## src/hdl/bls_pkg.sv

```systemverilog
// shared constants and width helpers for the line stepper
// no dependencies
package bls_pkg;

   // default canvas coordinate width
   localparam int COORD_BITS_DEF = 6;

   // number of classified commands held between front and back
   localparam int CMD_QUEUE_DEPTH = 2;

   // signed error term width for a given coordinate width
   function automatic int err_bits(input int cb);
      return cb + 3;
   endfunction

   // packed width of one classified command
   function automatic int cmd_bits(input int cb);
      return 4 * cb + 2 * err_bits(cb) + 3;
   endfunction

endpackage

```

## src/hdl/bls_setup.sv

```systemverilog
// front end: takes a line command and classifies it for the stepper
// depends on bls_pkg
module bls_setup #(
   parameter int COORD_BITS = bls_pkg::COORD_BITS_DEF
) (
   input  logic                                       req_push,
   output logic                                       req_full,
   input  logic [COORD_BITS-1:0]                      start_x,
   input  logic [COORD_BITS-1:0]                      start_y,
   input  logic [COORD_BITS-1:0]                      end_x,
   input  logic [COORD_BITS-1:0]                      end_y,
   output logic                                       q_push,
   input  logic                                       q_full,
   output logic [bls_pkg::cmd_bits(COORD_BITS)-1:0]   cmd_word
);
   import bls_pkg::*;

   localparam int CB = COORD_BITS;
   localparam int EB = err_bits(CB);

   typedef struct packed {
      logic                 x_major;
      logic                 min_down;
      logic [CB-1:0]        maj_pos;
      logic [CB-1:0]        min_pos;
      logic [CB-1:0]        span;
      logic signed [EB-1:0] err;
      logic [CB:0]          inc_keep;
      logic signed [EB-1:0] inc_take;
   } cmd_type;

   logic [CB-1:0] span_x;
   logic [CB-1:0] span_y;
   logic          x_major;
   logic [CB-1:0] maj0, maj1, min0, min1;
   logic [CB-1:0] maj_start, min_start, min_stop;
   logic          swap;
   logic [CB-1:0] maj_span;
   logic [CB-1:0] min_span;
   cmd_type       cmd;

   // handshake goes straight through to the command queue
   assign q_push   = req_push;
   assign req_full = q_full;

   // spans and major axis choice; equal spans go to y
   assign span_x  = (start_x > end_x) ? (start_x - end_x) : (end_x - start_x);
   assign span_y  = (start_y > end_y) ? (start_y - end_y) : (end_y - start_y);
   assign x_major = (span_x > span_y);

   // map endpoints onto major / minor axes
   assign maj0 = x_major ? start_x : start_y;
   assign min0 = x_major ? start_y : start_x;
   assign maj1 = x_major ? end_x   : end_y;
   assign min1 = x_major ? end_y   : end_x;

   // step from the smaller major coordinate
   assign swap      = (maj1 < maj0);
   assign maj_start = swap ? maj1 : maj0;
   assign min_start = swap ? min1 : min0;
   assign min_stop  = swap ? min0 : min1;

   assign maj_span = x_major ? span_x : span_y;
   assign min_span = x_major ? span_y : span_x;

   // initial decision value and the two per-step increments
   always_comb begin
      cmd.x_major  = x_major;
      cmd.min_down = (min_stop < min_start);
      cmd.maj_pos  = maj_start;
      cmd.min_pos  = min_start;
      cmd.span     = maj_span;
      cmd.err      = $signed({2'b00, min_span, 1'b0}) - $signed({3'b000, maj_span});
      cmd.inc_keep = {min_span, 1'b0};
      cmd.inc_take = $signed({2'b00, min_span, 1'b0}) - $signed({2'b00, maj_span, 1'b0});
   end

   assign cmd_word = cmd;

endmodule

```

## src/hdl/bls_cmd_queue.sv

```systemverilog
// short queue of classified commands between front and back
// depends on bls_pkg
module bls_cmd_queue #(
   parameter int WIDTH = bls_pkg::cmd_bits(bls_pkg::COORD_BITS_DEF),
   parameter int DEPTH = bls_pkg::CMD_QUEUE_DEPTH
) (
   input  logic             clock,
   input  logic             reset,
   input  logic             push,
   input  logic [WIDTH-1:0] wr_data,
   output logic             full,
   input  logic             pop,
   output logic             empty,
   output logic [WIDTH-1:0] rd_data
);
   import bls_pkg::*;

   localparam int PW = (DEPTH > 1) ? $clog2(DEPTH) : 1;
   localparam int CW = $clog2(DEPTH + 1);

   logic [WIDTH-1:0] slot_ff [DEPTH];
   logic [PW-1:0]    wr_ptr_ff, wr_ptr_in;
   logic [PW-1:0]    rd_ptr_ff, rd_ptr_in;
   logic [CW-1:0]    count_ff, count_in;
   logic             do_push;
   logic             do_pop;

   assign full    = (count_ff == CW'(DEPTH));
   assign empty   = (count_ff == '0);
   assign do_push = push && !full;
   assign do_pop  = pop && !empty;
   assign rd_data = slot_ff[rd_ptr_ff];

   // pointer and fill count update
   always_comb begin
      wr_ptr_in = wr_ptr_ff;
      rd_ptr_in = rd_ptr_ff;
      count_in  = count_ff;
      if (do_push) begin
         wr_ptr_in = (wr_ptr_ff == PW'(DEPTH - 1)) ? '0 : wr_ptr_ff + 1'b1;
      end
      if (do_pop) begin
         rd_ptr_in = (rd_ptr_ff == PW'(DEPTH - 1)) ? '0 : rd_ptr_ff + 1'b1;
      end
      if (do_push && !do_pop) begin
         count_in = count_ff + 1'b1;
      end else if (do_pop && !do_push) begin
         count_in = count_ff - 1'b1;
      end
   end

   always_ff @(posedge clock) begin
      if (reset) begin
         wr_ptr_ff <= '0;
         rd_ptr_ff <= '0;
         count_ff  <= '0;
      end else begin
         wr_ptr_ff <= wr_ptr_in;
         rd_ptr_ff <= rd_ptr_in;
         count_ff  <= count_in;
      end
   end

   // storage slots, no reset needed
   always_ff @(posedge clock) begin
      if (do_push) begin
         slot_ff[wr_ptr_ff] <= wr_data;
      end
   end

endmodule

```

## src/hdl/bls_stepper.sv

```systemverilog
// back end: walks one classified line, one pixel per transfer
// depends on bls_pkg
module bls_stepper #(
   parameter int COORD_BITS = bls_pkg::COORD_BITS_DEF
) (
   input  logic                                     clock,
   input  logic                                     reset,
   input  logic                                     q_empty,
   input  logic [bls_pkg::cmd_bits(COORD_BITS)-1:0] q_word,
   output logic                                     q_pop,
   output logic                                     rsp_empty,
   input  logic                                     rsp_pop,
   output logic [COORD_BITS-1:0]                    point_x,
   output logic [COORD_BITS-1:0]                    point_y,
   output logic                                     last_point
);
   import bls_pkg::*;

   localparam int CB = COORD_BITS;
   localparam int EB = err_bits(CB);

   typedef struct packed {
      logic                 x_major;
      logic                 min_down;
      logic [CB-1:0]        maj_pos;
      logic [CB-1:0]        min_pos;
      logic [CB-1:0]        span;
      logic signed [EB-1:0] err;
      logic [CB:0]          inc_keep;
      logic signed [EB-1:0] inc_take;
   } cmd_type;

   cmd_type q_cmd;

   logic                 busy_ff, busy_in;
   logic                 x_major_ff, x_major_in;
   logic                 min_down_ff, min_down_in;
   logic [CB-1:0]        maj_ff, maj_in;
   logic [CB-1:0]        min_ff, min_in;
   logic [CB-1:0]        left_ff, left_in;
   logic signed [EB-1:0] err_ff, err_in;
   logic [CB:0]          inc_keep_ff, inc_keep_in;
   logic signed [EB-1:0] inc_take_ff, inc_take_in;

   logic advance;
   logic finishing;
   logic load;
   logic take;

   assign q_cmd = cmd_type'(q_word);

   // one pixel leaves per transfer; a new line loads when idle or on the last pixel
   assign advance   = busy_ff && rsp_pop;
   assign finishing = advance && (left_ff == '0);
   assign load      = !q_empty && (!busy_ff || finishing);
   assign q_pop     = load;

   // minor step test differs by major axis
   assign take = x_major_ff ? (err_ff >= 0) : (err_ff > 0);

   always_comb begin
      busy_in     = busy_ff;
      x_major_in  = x_major_ff;
      min_down_in = min_down_ff;
      maj_in      = maj_ff;
      min_in      = min_ff;
      left_in     = left_ff;
      err_in      = err_ff;
      inc_keep_in = inc_keep_ff;
      inc_take_in = inc_take_ff;
      // step to the next pixel
      if (advance) begin
         busy_in = !finishing;
         maj_in  = maj_ff + 1'b1;
         left_in = left_ff - 1'b1;
         if (take) begin
            min_in = min_down_ff ? (min_ff - 1'b1) : (min_ff + 1'b1);
            err_in = err_ff + inc_take_ff;
         end else begin
            err_in = err_ff + $signed({2'b00, inc_keep_ff});
         end
      end
      // start a new line from the queue
      if (load) begin
         busy_in     = 1'b1;
         x_major_in  = q_cmd.x_major;
         min_down_in = q_cmd.min_down;
         maj_in      = q_cmd.maj_pos;
         min_in      = q_cmd.min_pos;
         left_in     = q_cmd.span;
         err_in      = q_cmd.err;
         inc_keep_in = q_cmd.inc_keep;
         inc_take_in = q_cmd.inc_take;
      end
   end

   always_ff @(posedge clock) begin
      if (reset) begin
         busy_ff <= 1'b0;
      end else begin
         busy_ff <= busy_in;
      end
   end

   // line state, no reset needed
   always_ff @(posedge clock) begin
      x_major_ff  <= x_major_in;
      min_down_ff <= min_down_in;
      maj_ff      <= maj_in;
      min_ff      <= min_in;
      left_ff     <= left_in;
      err_ff      <= err_in;
      inc_keep_ff <= inc_keep_in;
      inc_take_ff <= inc_take_in;
   end

   // current pixel is the result on offer
   assign rsp_empty  = !busy_ff;
   assign point_x    = x_major_ff ? maj_ff : min_ff;
   assign point_y    = x_major_ff ? min_ff : maj_ff;
   assign last_point = (left_ff == '0);

endmodule

```

## src/hdl/bresenham_line_stepper_core.sv

```systemverilog
// Bresenham line stepper
// Input channel (req_*): one line command per transfer, two endpoints,
//   accepted on a clock edge with req_push high and req_full low.
// Result channel (rsp_*): one pixel per transfer, in stepping order from the
//   smaller major coordinate; rsp_last_point marks the final pixel of a line.
//   The pixel on the ports is taken on an edge with rsp_pop high and
//   rsp_empty low.
// A line with major span S yields S+1 pixels, 1 to 2**COORD_BITS.
// With the stepper idle, the command is written into the queue at its transfer
//   edge, the stepper then loads it from the queue into its line registers and
//   the first pixel is on the ports from then on. One pixel per cycle while
//   rsp_pop stays high.
// A two-entry command queue sits between setup and stepper, so new commands
//   are taken while a line is still being walked.
// If rsp_pop stays low the current pixel holds; once the queue is full,
//   req_full rises.
// Reset (synchronous, active high) empties the queue and idles the stepper.
// depends on bls_pkg, bls_setup, bls_cmd_queue, bls_stepper
module bresenham_line_stepper_core #(
   parameter int COORD_BITS = bls_pkg::COORD_BITS_DEF
) (
   input  logic                  clock,
   input  logic                  reset,
   input  logic                  req_push,
   output logic                  req_full,
   input  logic [COORD_BITS-1:0] req_start_x,
   input  logic [COORD_BITS-1:0] req_start_y,
   input  logic [COORD_BITS-1:0] req_end_x,
   input  logic [COORD_BITS-1:0] req_end_y,
   output logic                  rsp_empty,
   input  logic                  rsp_pop,
   output logic [COORD_BITS-1:0] rsp_point_x,
   output logic [COORD_BITS-1:0] rsp_point_y,
   output logic                  rsp_last_point
);
   import bls_pkg::*;

   localparam int CMD_W = cmd_bits(COORD_BITS);

   logic             q_push;
   logic             q_full;
   logic             q_pop;
   logic             q_empty;
   logic [CMD_W-1:0] q_wr_word;
   logic [CMD_W-1:0] q_rd_word;

   // classify incoming commands
   bls_setup #(
      .COORD_BITS (COORD_BITS)
   ) u_setup (
      .req_push (req_push),
      .req_full (req_full),
      .start_x  (req_start_x),
      .start_y  (req_start_y),
      .end_x    (req_end_x),
      .end_y    (req_end_y),
      .q_push   (q_push),
      .q_full   (q_full),
      .cmd_word (q_wr_word)
   );

   // decouple setup from stepping
   bls_cmd_queue #(
      .WIDTH (CMD_W),
      .DEPTH (CMD_QUEUE_DEPTH)
   ) u_cmd_queue (
      .clock   (clock),
      .reset   (reset),
      .push    (q_push),
      .wr_data (q_wr_word),
      .full    (q_full),
      .pop     (q_pop),
      .empty   (q_empty),
      .rd_data (q_rd_word)
   );

   // walk the line
   bls_stepper #(
      .COORD_BITS (COORD_BITS)
   ) u_stepper (
      .clock      (clock),
      .reset      (reset),
      .q_empty    (q_empty),
      .q_word     (q_rd_word),
      .q_pop      (q_pop),
      .rsp_empty  (rsp_empty),
      .rsp_pop    (rsp_pop),
      .point_x    (rsp_point_x),
      .point_y    (rsp_point_y),
      .last_point (rsp_last_point)
   );

endmodule

```

## config.mk

```make
export PLATFORM = sky130hd
export DESIGN_NAME = bresenham_line_stepper_core
export DESIGN_NICKNAME = d
export VERILOG_FILES = /design/src/hdl/bls_pkg.sv /design/src/hdl/bls_setup.sv /design/src/hdl/bls_cmd_queue.sv /design/src/hdl/bls_stepper.sv /design/src/hdl/bresenham_line_stepper_core.sv
export SDC_FILE = /design/constraint.sdc
export NUM_CORES = 1
export LEC_CHECK = 0
export ABC_AREA = 1
export ABC_CLOCK_PERIOD_IN_PS = 5900
export BUFFER_PORTS_ARGS = -buffer_cell sky130_fd_sc_hd__buf_2
export CAP_MARGIN = 20
export CORE_MARGIN = 2
export CORE_UTILIZATION = 55
export CTS_CLUSTER_DIAMETER = 30
export DETAILED_ROUTE_END_ITERATION = 6
export PLACE_DENSITY = 0.73
export SLEW_MARGIN = 15
export SYNTH_ARGS = -nofsm -noshare
export SYNTH_HDL_FRONTEND = slang
export SYNTH_SLANG_ARGS = --single-unit
export TNS_END_PERCENT = 100
```

## constraint.sdc

```tcl
create_clock -name clock -period 5.9 [get_ports clock]
set_input_delay 0.59 -clock clock [delete_from_list [all_inputs] [get_ports clock]]
set_output_delay 0.59 -clock clock [all_outputs]
set_load 0.02 [all_outputs]
```

==> metrics.md <==
| Metric | Value |
|---|---|
| Final Hold Fails | 0 |
| GPL Wtd Cong | 0.914 |
| CP most frequent cell | nand2_1 |
| FFs w/ async S/R, synth | 0% |
| Die height | 124 µm |
| Final setup violation count | 0 |
| Critical Path Sink Type | flip-flop |
| Slowest cell delay on critical path | 0.39 ns |
| Slew Limit Fails | 0 |
| Post_cts resized | 0 |
| Die area | 0.0154 mm² |
| Setup crit end | u_cmd_queue.slot_ff[0][42] |
| TritonCTS clock tree | yes |
| Predominant post-synthesis flop cell | edfxtp_1 |
| Post-Syn Nets | 983 |
| Postcts setup bufs | 0 |
| R2R Path End | u_stepper.err_ff[7] |
| IO Port Bufs | 42 |
| Clock buffer count from CTS | 17 |
| Worst slew pin tran | 0.905 ns |
| Clock Skews | 0.00846 ns |
| # DRC | 0 |
| Crit path DAT | 5.49 ns |
| Minimum clock period after layout | 5.34 ns |
| Share of cells above drive strength 1 | 13.2% |
| Avg WL per Cell | 14.6 µm |
| Worst path slowest cell | ha_1 |
| #FFs+latches synth | 128 |
| Count leader, synth | nand2_1 |
| Via count | 5947 |
| RSZ-0062 raised after global routing | false |
| Largest net degree at the start of global routing | 42 |
| Core area | 0.0140 mm² |
| Crit-path leading delay family | compound AO/OA/AOI/OAI gates |
| Antenna-violating nets left | 0 |
| Starting DRT DRC Count | 402 |
| Buffers and inverters on the worst path | 6 |
| Most frequent cells after synthesis | nand2_1 (261), edfxtp_1 (122), inv_1 (101) |
| DR pass1 iterations | 5 |
| Antenna Cells | 0 |
| CP Data Required Time | 6.05 ns |
| Initial Utilization | 56.7% |
| Post-synth cell types | 41 |
| Mapped Cells | 889 |
| Area grow syn2layout | 12.9% |
| Reg2reg path depth | 12 |
| Skew-Pair Late Insertion Delay | 0.41 ns |
| Cell Area, Synth | 0.00793 mm² |
| CTS hold repair buffers | 0 |
| Io pins | 43 |
| Final TNS setup | 0 ns |
| Reg2Reg Setup Slack | 2.36 ns |
| CP startpoint | req_start_x[3] |
| Synth warn | 0 |
| Initial antenna violation count | 0 |
| Vias in the first global route | 5634 |
| Dpl hpwl | 11.8 mm |
| Final Non-Filler Cells | 1127 |
| Crit path max fanout | 33 |
| Global-route wire length before repair | 26.9 mm |
| Max Cap Violations | 0 |
| Avg Cell Area, Syn | 8.92 µm² |
| Synth top area share | 46.2% |
| Top cells by area, synth | edfxtp_1 (46%), nand2_1 (12%), ha_1 (9.3%) |
| Post-DP Area | 0.00835 mm² |
| Worst Setup Start Kind | input pin |
| Critical path depth in cells | 31 |
| All-Layer GR Usage | 22.9% |
| Final nets | 1028 |
| Setup WS post-layout | 0.561 ns |
| Seq/Total Area, Yosys | 47.7% |
| # clock sinks | 128 |
| EDFF count, synth | 122 |
| Placed cell count | 1095 |
| Root Buffer | clkbuf_16 |
| Slew HR | 39.0% |
| DR vias/cell | 5.28 |
| DP Worst Slack | 0.0852 ns |
| Longest Clk Path Bufs | 2 |
| FP Rows | 43 |
| Fmax | 0.187 GHz |
| Status | completed |
| Width of the die | 124 µm |
| Hold Path Class | in2reg |
| GRT overflow | 0 |
| Tcrit/Tclk final | 90.5% |
| Largest area contributor in the netlist | edfxtp_1 |
| DRT Wirelength | 16.5 mm |
| Clock transition at path regs | 0.06 ns |
| CP Class | in2reg |
| # H-tree levels | 4 |
| Final instance area | 0.00896 mm² |
| Reg2Reg Launch Point | u_stepper.x_major_ff |
final cells by class:
class / count / area, µm²
fillers: 1175 / 5030
flip-flops and latches: 128 / 3780
multi-input cells: 624 / 3630
clock buffers: 17 / 425
inverters: 107 / 402
repair buffers: 56 / 315
well taps: 180 / 225
clock inverters: 15 / 175
placed cells by master (no fill, tap or decap), drive strengths merged, types with 29 or more instances in the layout:
master  count
xor2       29
nor2       44
inv       114
nand3      33
o21ai      72
buf        56
a21oi      42
edfxtp    122
nand2     267
ha         59
per-stage QoR:
step	hold WS, ns	util [%]
2_1_floorplan	0.456	-
3_3_place_gp	0.469	59.7
3_5_place_dp	0.484	59.7
4_1_cts	0.406	64.0
5_1_grt	0.422	64.0
6_report	0.414	64.0
sequential cells by signal (all words and copies together) (netlist names), 2 cells and up, named ones only:
name,flops
u_stepper.err_ff,9
u_stepper.min_ff,6
u_cmd_queue.count_ff,2
u_cmd_queue.slot_ff,80
u_stepper.inc_take_ff,7
u_stepper.maj_ff,6
u_stepper.inc_keep_ff,6
u_stepper.left_ff,6
worst min path at each step:
stage / depth (start not counted) / slack, ns / start / to
after floorplan: 2 / 0.46 / u_cmd_queue.rd_ptr_ff / flip-flop
after global placement: 2 / 0.47 / u_cmd_queue.rd_ptr_ff / u_cmd_queue.rd_ptr_ff
after detailed placement: 2 / 0.48 / u_cmd_queue.rd_ptr_ff / flip-flop
after CTS: 2 / 0.41 / reset / u_stepper.busy_ff
after global routing: 2 / 0.42 / reset / u_cmd_queue.rd_ptr_ff
final: 2 / 0.41 / reset / u_cmd_queue.rd_ptr_ff
kinds of logic (layout without fill, tap and decap cells):
group                      after synthesis  count (layout)  synth area share (%)
DFF                                    128             128                  47.7
and+or+nand+nor                        369             369                  19.2
adders and majority gates               66              66                  11.1
xor gates and xnor gates                36              36                  3.97
muxes                                    7               7                 0.978
buffers and inverters                  137             195                  6.80
AOI/OAI and AO/OA                      146             146                  10.3
routing by layer:
metal	part of all wire (%)	wire (µm)	global-route usage, %	vias up
li1	-	-	-	3052
met1	47	7740	30.7	2744
met2	48	7860	37.7	135
met3	4.2	695	4.85	16
met4	1.2	201	6.53	0
met5	0	0	0	-
Power is left out: the tool's default activity adds up to more than one toggle a clock period on the data nets, which glitch-free logic cannot reach.
